[src/hw/rtl/srg_pkg.sv]
// ----------------------------------------------------------------------------
// srg_pkg: shared types and constants of the stepper speed ramp
// Command codes, sequencer states and fixed datapath widths.
// ----------------------------------------------------------------------------
package srg_pkg;

  typedef enum logic [1:0] {
    CMD_RESET = 2'd0,
    CMD_LOAD  = 2'd1,
    CMD_STEP  = 2'd2,
    CMD_NONE  = 2'd3
  } cmd_e;

  typedef enum logic [1:0] {
    REG_INIT_ACCEL = 2'd0,
    REG_INIT_VEL   = 2'd1,
    REG_GAIN       = 2'd2,
    REG_UNUSED     = 2'd3
  } reg_e;

  typedef enum logic [6:0] {
    ST_IDLE = 7'b0000001,
    ST_PREP = 7'b0000010,
    ST_SQRT = 7'b0000100,
    ST_MUL1 = 7'b0001000,
    ST_MUL2 = 7'b0010000,
    ST_DIV  = 7'b0100000,
    ST_DONE = 7'b1000000
  } state_e;

  // Radicand covers v^2 (48 bits) plus the largest acceleration term.
  localparam int unsigned SQ_W   = 50;
  localparam int unsigned ROOT_W = SQ_W / 2;
  localparam int unsigned SQ_ITER_W = 5;
  localparam int unsigned P1_W   = ROOT_W + 16;
  localparam int unsigned P2_W   = P1_W + 18;
  localparam int unsigned QUOT_W = P2_W - 48;
  localparam int unsigned DIV_CNT_W = 4;
  localparam logic [15:0] PERIOD_SCALE = 16'd40000;
  localparam logic [23:0] MAX24 = 24'hFFFFFF;

  function automatic logic [31:0] sat_dist(input logic signed [32:0] v);
    logic [31:0] r;
    if (v > 33'sd2147483647) begin
      r = 32'h7FFFFFFF;
    end else if (v < -33'sd2147483648) begin
      r = 32'h80000000;
    end else begin
      r = v[31:0];
    end
    return r;
  endfunction

endpackage

[src/hw/rtl/srg_isqrt.sv]
// ----------------------------------------------------------------------------
// srg_isqrt: iterative integer square root
// Bit-pair restoring root, one result bit per cycle.
// ----------------------------------------------------------------------------
module srg_isqrt
  import srg_pkg::*;
(
  input  logic              clk_i,
  input  logic              rst_ni,
  input  logic              start_i,
  input  logic [SQ_W-1:0]   radicand_i,
  output logic              busy_o,
  output logic [ROOT_W-1:0] root_o
);

  logic [SQ_W-1:0]      x_q, x_d;
  logic [SQ_W-1:0]      res_q, res_d;
  logic [SQ_W-1:0]      bit_q, bit_d;
  logic [SQ_ITER_W-1:0] cnt_q, cnt_d;
  logic [SQ_W-1:0]      trial;

  assign trial = res_q + bit_q;

  always_comb begin
    x_d   = x_q;
    res_d = res_q;
    bit_d = bit_q;
    cnt_d = cnt_q;
    if (start_i) begin
      x_d   = radicand_i;
      res_d = '0;
      bit_d = {2'b01, {(SQ_W - 2){1'b0}}};
      cnt_d = SQ_ITER_W'(ROOT_W);
    end else if (cnt_q != '0) begin
      if (x_q >= trial) begin
        x_d   = x_q - trial;
        res_d = (res_q >> 1) + bit_q;
      end else begin
        res_d = res_q >> 1;
      end
      bit_d = bit_q >> 2;
      cnt_d = cnt_q - 1'b1;
    end
  end

  always_ff @(posedge clk_i or negedge rst_ni) begin
    if (!rst_ni) begin
      cnt_q <= '0;
    end else begin
      cnt_q <= cnt_d;
    end
  end

  always_ff @(posedge clk_i) begin
    x_q   <= x_d;
    res_q <= res_d;
    bit_q <= bit_d;
  end

  assign busy_o = (cnt_q != '0);
  assign root_o = res_q[ROOT_W-1:0];

endmodule

[src/hw/rtl/stepper_ramp_with_decel_trigger.sv]
// ----------------------------------------------------------------------------
// stepper_ramp_with_decel_trigger: two-wheel trapezoidal speed ramp
// Tracks wheel distances and velocities and turns each step into a period.
// ----------------------------------------------------------------------------
// The input channel carries one command per beat: reset motion, load a move
// segment, or step one wheel. Every command returns exactly one result beat.
// Reset, load and the unused code finish at once: their result is registered
// at the accepting edge, and the next command may follow as soon as the
// output register is free. A step passes through a setup state, the
// iterative root unit, the multiply states MUL1 and MUL2, a restoring divider
// and a final state that loads the result register; a zero acceleration
// skips the divider. The input is stalled from the accepted step until the
// sequencer returns to idle.
// The configuration port writes initial acceleration, initial velocity and
// the period gain; writes take effect at the edge.
// After reset all motion state is zero and the gain is one (65536).
// The result sits in an output register. While the receiver stalls, a reset
// or load command may still enter only if the register holds no result;
// a finished step waits in its last state until the register is free.
// ----------------------------------------------------------------------------
module stepper_ramp_with_decel_trigger
  import srg_pkg::*;
#(
  parameter int unsigned STEP_DISTANCE_Q17   = 1024,
  parameter int unsigned TWICE_STEP_DISTANCE = 2
) (
  input  logic        clk_i,
  input  logic        rst_ni,
  input  logic        cfg_we_i,
  input  logic [1:0]  cfg_idx_i,
  input  logic [23:0] cfg_data_i,
  input  logic        in_valid_i,
  output logic        in_stall_o,
  input  logic [1:0]  command_i,
  input  logic        wheel_i,
  input  logic signed [31:0] move_distance_i,
  input  logic [30:0] decel_distance_i,
  input  logic [23:0] target_velocity_i,
  input  logic [23:0] decel_velocity_i,
  input  logic [15:0] acceleration_i,
  output logic        out_valid_o,
  input  logic        out_stall_i,
  output logic [23:0] step_period_o,
  output logic [23:0] next_velocity_o,
  output logic signed [31:0] distance_remaining_o,
  output logic        decel_fired_o,
  output logic        period_saturated_o
);

  // configuration
  logic [15:0] init_accel_q;
  logic [23:0] init_vel_q;
  logic [17:0] gain_q;

  // motion state
  logic signed [31:0] ltot_q, rtot_q, seg_q;
  logic [23:0] lvel_q, rvel_q, tspeed_q, slow_q;
  logic [15:0] taccel_q;
  logic [30:0] trig_q;
  logic        armed_q;

  // step working registers
  state_e state_q;
  logic        wheel_q, rising_q;
  logic [23:0] v_q;
  logic [ROOT_W-1:0] dv_q;
  logic [P1_W-1:0]   p1_q;
  logic [QUOT_W-1:0] dividend_q, quot_q;
  logic [16:0]       rem_q;
  logic [DIV_CNT_W-1:0] div_cnt_q;
  logic [31:0] step_err_q;
  logic        step_fired_q;

  // output register
  logic        out_valid_q;
  logic [23:0] period_q, nvel_q;
  logic [31:0] dist_q;
  logic        fired_q, sat_q;

  logic accept, out_free, res_load;
  assign out_free   = !out_valid_q || !out_stall_i;
  assign in_stall_o = (state_q != ST_IDLE) || !out_free;
  assign accept     = in_valid_i && !in_stall_o;
  assign res_load   = (accept && (cmd_e'(command_i) != CMD_STEP)) ||
                      ((state_q == ST_DONE) && out_free);

  // step distance bookkeeping
  logic signed [31:0] tot_sel, tot_new, left_now;
  logic signed [32:0] tot_sum, err, lerr, labs, load_err;
  logic fire;
  logic [23:0] tspeed_eff, vel_sel;

  always_comb begin
    tot_sel  = wheel_i ? rtot_q : ltot_q;
    tot_sum  = 33'(tot_sel) + 33'(STEP_DISTANCE_Q17);
    tot_new  = (tot_sum > 33'sd2147483647) ? 32'sh7FFFFFFF : tot_sum[31:0];
    err      = 33'(seg_q) - 33'(tot_new);
    left_now = wheel_i ? ltot_q : tot_new;
    lerr     = 33'(seg_q) - 33'(left_now);
    labs     = lerr[32] ? -lerr : lerr;
    fire     = armed_q && ($signed({2'b00, trig_q}) >= labs);
    tspeed_eff = fire ? slow_q : tspeed_q;
    vel_sel  = wheel_i ? rvel_q : lvel_q;
    load_err = 33'(move_distance_i) - 33'(ltot_q);
  end

  // square root operand
  logic [SQ_W-1:0] vsq, amp, radicand;
  always_comb begin
    vsq = SQ_W'(48'(v_q) * 48'(v_q));
    amp = SQ_W'(SQ_W'(TWICE_STEP_DISTANCE) * SQ_W'(taccel_q)) << 16;
    if (rising_q) begin
      radicand = vsq + amp;
    end else begin
      radicand = (vsq > amp) ? (vsq - amp) : '0;
    end
  end

  logic sq_start, sq_busy;
  logic [ROOT_W-1:0] root;
  assign sq_start = (state_q == ST_PREP);

  srg_isqrt u_isqrt (
    .clk_i      (clk_i),
    .rst_ni     (rst_ni),
    .start_i    (sq_start),
    .radicand_i (radicand),
    .busy_o     (sq_busy),
    .root_o     (root)
  );

  // velocity update from the root
  logic [ROOT_W-1:0] v_ext, dv_new, tsp_ext;
  logic [23:0]       nvel_new;
  always_comb begin
    v_ext   = ROOT_W'(v_q);
    tsp_ext = ROOT_W'(tspeed_q);
    if (rising_q) begin
      dv_new   = root - v_ext;
      nvel_new = (tsp_ext <= root) ? tspeed_q : root[23:0];
    end else begin
      dv_new   = v_ext - root;
      nvel_new = (tsp_ext >= root) ? tspeed_q : root[23:0];
    end
  end

  logic [P2_W-1:0] p2;
  assign p2 = P2_W'(p1_q) * P2_W'(gain_q);

  logic [16:0] div_trial;
  logic        div_ge;
  assign div_trial = {rem_q[15:0], dividend_q[QUOT_W-1]};
  assign div_ge    = (div_trial >= {1'b0, taccel_q});

  always_ff @(posedge clk_i or negedge rst_ni) begin
    if (!rst_ni) begin
      init_accel_q <= '0;
      init_vel_q   <= '0;
      gain_q       <= 18'd65536;
      ltot_q   <= '0;
      rtot_q   <= '0;
      seg_q    <= '0;
      lvel_q   <= '0;
      rvel_q   <= '0;
      tspeed_q <= '0;
      slow_q   <= '0;
      taccel_q <= '0;
      trig_q   <= '0;
      armed_q  <= 1'b0;
      state_q  <= ST_IDLE;
      out_valid_q <= 1'b0;
    end else begin
      if (cfg_we_i) begin
        unique case (reg_e'(cfg_idx_i))
          REG_INIT_ACCEL: init_accel_q <= cfg_data_i[15:0];
          REG_INIT_VEL:   init_vel_q   <= cfg_data_i;
          REG_GAIN:       gain_q       <= 18'(cfg_data_i);
          default: ;
        endcase
      end

      if (res_load) begin
        out_valid_q <= 1'b1;
      end else if (out_valid_q && !out_stall_i) begin
        out_valid_q <= 1'b0;
      end

      unique case (state_q)
        ST_IDLE: begin
          if (accept) begin
            unique case (cmd_e'(command_i))
              CMD_RESET: begin
                ltot_q   <= '0;
                rtot_q   <= '0;
                seg_q    <= '0;
                lvel_q   <= '0;
                rvel_q   <= '0;
                slow_q   <= '0;
                trig_q   <= '0;
                armed_q  <= 1'b0;
                taccel_q <= init_accel_q;
                tspeed_q <= init_vel_q;
              end
              CMD_LOAD: begin
                seg_q    <= move_distance_i;
                trig_q   <= decel_distance_i;
                tspeed_q <= target_velocity_i;
                slow_q   <= decel_velocity_i;
                taccel_q <= acceleration_i;
                armed_q  <= 1'b1;
              end
              CMD_STEP: begin
                if (wheel_i) begin
                  rtot_q <= tot_new;
                end else begin
                  ltot_q <= tot_new;
                end
                if (fire) begin
                  tspeed_q <= slow_q;
                  armed_q  <= 1'b0;
                end
                state_q <= ST_PREP;
              end
              default: ;
            endcase
          end
        end
        ST_PREP: state_q <= ST_SQRT;
        ST_SQRT: begin
          if (!sq_busy) begin
            if (wheel_q) begin
              rvel_q <= nvel_new;
            end else begin
              lvel_q <= nvel_new;
            end
            state_q <= ST_MUL1;
          end
        end
        ST_MUL1: state_q <= ST_MUL2;
        ST_MUL2: state_q <= (taccel_q == '0) ? ST_DONE : ST_DIV;
        ST_DIV: begin
          if (div_cnt_q == DIV_CNT_W'(1)) begin
            state_q <= ST_DONE;
          end
        end
        ST_DONE: begin
          if (out_free) begin
            state_q <= ST_IDLE;
          end
        end
        default: state_q <= ST_IDLE;
      endcase
    end
  end

  // datapath registers without reset
  always_ff @(posedge clk_i) begin
    unique case (state_q)
      ST_IDLE: begin
        wheel_q      <= wheel_i;
        v_q          <= vel_sel;
        rising_q     <= (vel_sel < tspeed_eff);
        step_err_q   <= sat_dist(err);
        step_fired_q <= fire;
        if (accept) begin
          period_q <= '0;
          nvel_q   <= '0;
          fired_q  <= 1'b0;
          sat_q    <= 1'b0;
          dist_q   <= (cmd_e'(command_i) == CMD_LOAD) ? sat_dist(load_err) : '0;
        end
      end
      ST_SQRT: begin
        dv_q   <= dv_new;
        nvel_q <= nvel_new;
      end
      ST_MUL1: p1_q <= P1_W'(dv_q) * P1_W'(PERIOD_SCALE);
      ST_MUL2: begin
        dividend_q <= p2[P2_W-1:48];
        rem_q      <= '0;
        quot_q     <= '0;
        div_cnt_q  <= DIV_CNT_W'(QUOT_W);
      end
      ST_DIV: begin
        rem_q      <= div_ge ? (div_trial - {1'b0, taccel_q}) : div_trial;
        quot_q     <= {quot_q[QUOT_W-2:0], div_ge};
        dividend_q <= dividend_q << 1;
        div_cnt_q  <= div_cnt_q - 1'b1;
      end
      ST_DONE: begin
        if (out_free) begin
          // The quotient is far narrower than 24 bits, so only a zero
          // acceleration can saturate the period.
          period_q <= (taccel_q == '0) ? MAX24 : 24'(quot_q);
          sat_q    <= (taccel_q == '0);
          dist_q   <= step_err_q;
          fired_q  <= step_fired_q;
        end
      end
      default: ;
    endcase
  end

  assign out_valid_o          = out_valid_q;
  assign step_period_o        = period_q;
  assign next_velocity_o      = nvel_q;
  assign distance_remaining_o = dist_q;
  assign decel_fired_o        = fired_q;
  assign period_saturated_o   = sat_q;

  // A step beat holds the input stalled on the following cycle.
  a_step_busy: assert property (@(posedge clk_i) disable iff (!rst_ni)
    accept && (command_i == CMD_STEP) |=> in_stall_o)
    else $error("step accepted but input not stalled");

  // A saturated period always reads as the maximum.
  a_sat_max: assert property (@(posedge clk_i) disable iff (!rst_ni)
    out_valid_o && period_saturated_o |-> step_period_o == MAX24)
    else $error("saturated period not at maximum");

  // A fired deceleration leaves the segment disarmed.
  a_fire_disarms: assert property (@(posedge clk_i) disable iff (!rst_ni)
    out_valid_o && decel_fired_o |-> !armed_q)
    else $error("deceleration fired but still armed");

  // The root unit only runs while the sequencer waits for it.
  a_sqrt_owner: assert property (@(posedge clk_i) disable iff (!rst_ni)
    sq_busy |-> state_q == ST_SQRT)
    else $error("root unit busy outside its state");

endmodule
[config.mk]
export PLATFORM = sky130hd
export DESIGN_NAME = stepper_ramp_with_decel_trigger
export DESIGN_NICKNAME = d
export VERILOG_FILES = /design/src/hw/rtl/srg_pkg.sv /design/src/hw/rtl/srg_isqrt.sv /design/src/hw/rtl/stepper_ramp_with_decel_trigger.sv
export SDC_FILE = /design/constraint.sdc
export NUM_CORES = 2
export LEC_CHECK = 0
export BUFFER_PORTS_ARGS = -buffer_cell sky130_fd_sc_hd__buf_2
export CORE_ASPECT_RATIO = 1.5
export CORE_UTILIZATION = 55
export DETAILED_ROUTE_END_ITERATION = 7
export HOLD_SLACK_MARGIN = 0.08
export PLACE_DENSITY = 0.82
export SLEW_MARGIN = 20
export SYNTH_ARGS = -nofsm -noshare
export SYNTH_HDL_FRONTEND = slang
export SYNTH_HIERARCHICAL = 1
export SYNTH_SLANG_ARGS = --single-unit
[constraint.sdc]
create_clock -name clk_i -period 10.1 [get_ports clk_i]
set_input_delay 0.505 -clock clk_i [delete_from_list [all_inputs] [get_ports clk_i]]
set_output_delay 0.505 -clock clk_i [all_outputs]
set_load 0.005 [all_outputs]
==> results.py <==
metrics = {
    "status": {
        "status": "finished, final reports clean",
    },
    "synth": {
        "synth.avg_cell_area_um2": 9.09,
        "ys.warnings.count": 6,
        "synth_fp_nets": 11300,
        "syn_area_um2": 84900,
        "syn_inst": 9335,
        "ys_seq_elements": 666,
        "synthArstFlopShare_pct": 46.7,
        "ys_types": 108,
        "synth-seq-area-share_pct": 20.8,
        "synth_edf_count": 280,
        "synth_ff_type": "dfrtp_1",
    },
    "placed_design": {
        "dp_hpwl_um": 250000,
        "numPortBuffers": 244,
        "gp_congestion": 1.14,
        "placed_cells": 11800,
    },
    "global_routing": {
        "grt.total_usage_pct": 41.2,
        "grt_max_degree": 88,
        "met3_usage_pct": 11.4,
        "grt.overflow.total": 0,
        "met2_usage_pct": 68.4,
        "antenna_found_initial": 29,
        "grt-busiest-layer": "met2",
        "grt_pass1_wl_um": 477000,
        "grt_pass1_vias": 80000,
        "grt_use_met1_pct": 40.3,
    },
    "final_layout": {
        "utilization_pct": 63.9,
        "syn2layout_area_growth_pct": 15.4,
        "final_nets": 12000,
        "n_fill_cell": 12300,
        "multi_input_area_um2": 61700,
        "seq_area_um2": 17700,
        "drive_above_1_share_pct": 16.0,
        "layoutNonFillerInstCount": 12200,
    },
    "timing": {
        "setup_viol": 0,
        "min_period_over_period_pct": 99.8,
        "slew_viol_final": 0,
        "slew_headroom_pct": 19.1,
        "fmax_mhz": 99.2,
        "whs_ps": 93.3,
        "period_minus_slack_ps": 10080,
        "hold_viol": 0,
        "rsz0062_at_grt": "yes",
        "clock_skew_ps": 45.3,
        "worst_pin_slew_ps": 1200,
    },
    "clocking": {
        "clkSlewWorstSetupHoldPaths_ps": 70,
        "cts_sinks": 666,
        "clkLatencyLatePin_ps": 780,
        "cts_made_buffers": 72,
        "cts_tree": "built",
        "cts_buffer_depth": 3,
        "htree_levels": 3,
        "ctsRootBufferMaster": "clkbuf_16",
    },
    "critical_path": {
        "cp.required_ps": 10560,
        "setup.worst_path.start_class": "flip-flop",
        "path_buf_inv": 11,
        "cp_slowest_cell": "fa_1",
        "path_max_fanout": 7,
        "crit_family": "adder cells",
        "worstSetupPathType": "reg2reg",
        "worstPathArrival_ps": 10550,
        "end_kind": "flip-flop",
        "cp_slowest_stage_delay_ps": 590,
        "worst_path_most_repeated_cell": "fa_1",
    },
    "flow_run": {
        "cap_violations": 0,
    },
    "die": {
        "die_h_um": 483,
        "io_pins": 245,
        "core.rowCount": 176,
        "start_util_pct": 55.4,
        "core-area_um2": 153000,
        "dieWidth_um": 323,
        "die_area_um2": 156000,
    },
    "hold_path": {
        "hold_class": "in2reg",
    },
    "detailed_routing": {
        "dr.pass1.iters": 8,
        "drt_iter0_markers": 6566,
        "wl_per_cell_um": 26.2,
        "remaining_drc_errors": 0,
        "via_per_inst": 6.25,
        "num_vias": 76100,
        "ant_nets": 0,
        "routed_wl_um": 319000,
    },
}
==> cell usage in the layout (no fill, tap or decap), drive strengths merged, types with 198 or more instances in the layout <==
master | netlist | final
a21oi | 453 | 453
ha | 781 | 781
buf | 100 | 1015
edfxtp | 280 | 280
fa | 1019 | 1019
xnor2 | 241 | 241
nand2 | 1047 | 1047
dfrtp | 309 | 309
and2 | 203 | 203
nor2 | 629 | 629
a21o | 198 | 198
inv | 1317 | 1320
o21ai | 420 | 420
==> layer usage <==
layer  vias up  part of all wire [%]
met5         -                 0.011
met4         6                    13
met3      1956                   8.8
met2      4377                    47
met1     37100                    31
li1      32600                     -
==> cell families after synthesis <==
| logic type | synth area share [%] |
|---|---|
| AO/OA/AOI/OAI | 14.4 |
| other | 0.00442 |
| multiplexers | 2.86 |
| adder cells (fa/ha/maj) | 35.6 |
| flip-flops | 20.8 |
| XOR/XNOR | 3.97 |
| AND/OR/NAND/NOR | 14.1 |
| buffers and inverters | 8.23 |
==> timing repair <==
item	CTS	global route
resized for setup	71	316
endpoints found under the hold margin	162	8
pin swaps	31	154
setup endpoints to repair	50	50
buffers inserted	21	57
cloned	1	5
hold buffers	88	8
==> metrics by stage <==
stage	setup TNS (ps)	instance area (um^2)	setup slack, ps
after CTS	-26.2	96000	-26.2
after global placement	-13900	92100	-1070
after global routing	-5770	97900	-286
after floorplan	-352	85000	-352
final	0	98000	15.8
after detailed placement	-20240	92100	-1090
==> worst paths after layout <==
| check | slack, ps | end | startpoint | cells past startpoint |
|---|---|---|---|---|
| hold reg to reg | 480 | rvel_q[3] | rvel_q[3] | 2 |
| setup / recovery | 20 | u_isqrt/x_q[27] | v_q[10] | 38 |
| setup reg to reg | 20 | u_isqrt/x_q[27] | v_q[10] | 38 |
| min in group asynchronous | 260 | trig_q[18] | rst_ni | 2 |
| max in group asynchronous | 7400 | gain_q[2] | rst_ni | 4 |
| hold / removal | 90 | gain_q[13] | cfg_data_i[13] | 2 |
==> worst reg2reg max path: cells and delay by family, from the launching register on <==
family	cells	cell delay [ps]
xor+xnor	1	350
flops	1	430
simple gates	12	2510
buf+inv	11	1270
fa+ha+maj	9	4240
compound gates	5	1000
==> sequential cells by signal (all words and copies together), names as in the netlist, 18 cells and up <==
signal and cells:
u_isqrt/x_q 50, tspeed_q 24, gain_q 18, trig_q 31, p1_q 35, seg_q 32, step_err_q 32, dv_q 25
rvel_q 24, ltot_q 32, slow_q 24, rtot_q 32, u_isqrt/bit_q 25, init_vel_q 24, v_q 24, distance_remaining_o 32
next_velocity_o 24, u_isqrt/res_q 50, lvel_q 24
==> synth_stat cells, types with 23 or more instances <==
cell type  count  share of area, %
mux2i_1      111               1.3
dfxtp_1       75               1.8
dfrtp_1      309               9.1
fa_1        1019                24
a21boi_0      23              0.20
nand3_1      163              0.96
or2_2         27              0.20
o211ai_1      49              0.43
ha_1         781                12
xnor2_1      240               2.5
a22oi_1       26              0.23
a211oi_1      67              0.59
nand2_1     1046               4.6
o21bai_1      59              0.52
o21ai_0      381               2.2
nor4_1        29              0.21
a22o_1        93              0.96
nand2b_1      53              0.39
a221o_1       36              0.42
nor2_1       628               2.8
nor3_1        93              0.55
mux2_2       117               1.6
a31oi_1       76              0.56
o21a_1        75              0.66
and2_1       202               1.5
nor2b_1       72              0.53
xor2_1       143               1.5
o31ai_1       42              0.37
edfxtp_1     280               9.9
or3_1         43              0.32
a2111oi_0     26              0.27
a21oi_1      453               2.7
a21o_1       198               1.8
inv_1       1315               5.8
o21ai_1       38              0.22
buf_4         47              0.42
buf_1         37              0.16
nand4_1       88              0.65
clkbuf_1     380               1.7
and3_1        56              0.41
==> layout make-up <==
class / instances / share of cell area, %
multi-input cells: 6864 / 62.9
flip-flops and latches: 666 / 18.1
repair buffers: 1115 / 8.61
inverters: 1325 / 5.12
well taps: 2047 / 2.61
clock buffers: 97 / 2.13
clock inverters: 37 / 0.448
diodes: 26 / 0.0664
Power is left out: the tool's default activity adds up to more than one toggle a clock period on the data nets, which glitch-free logic cannot reach.
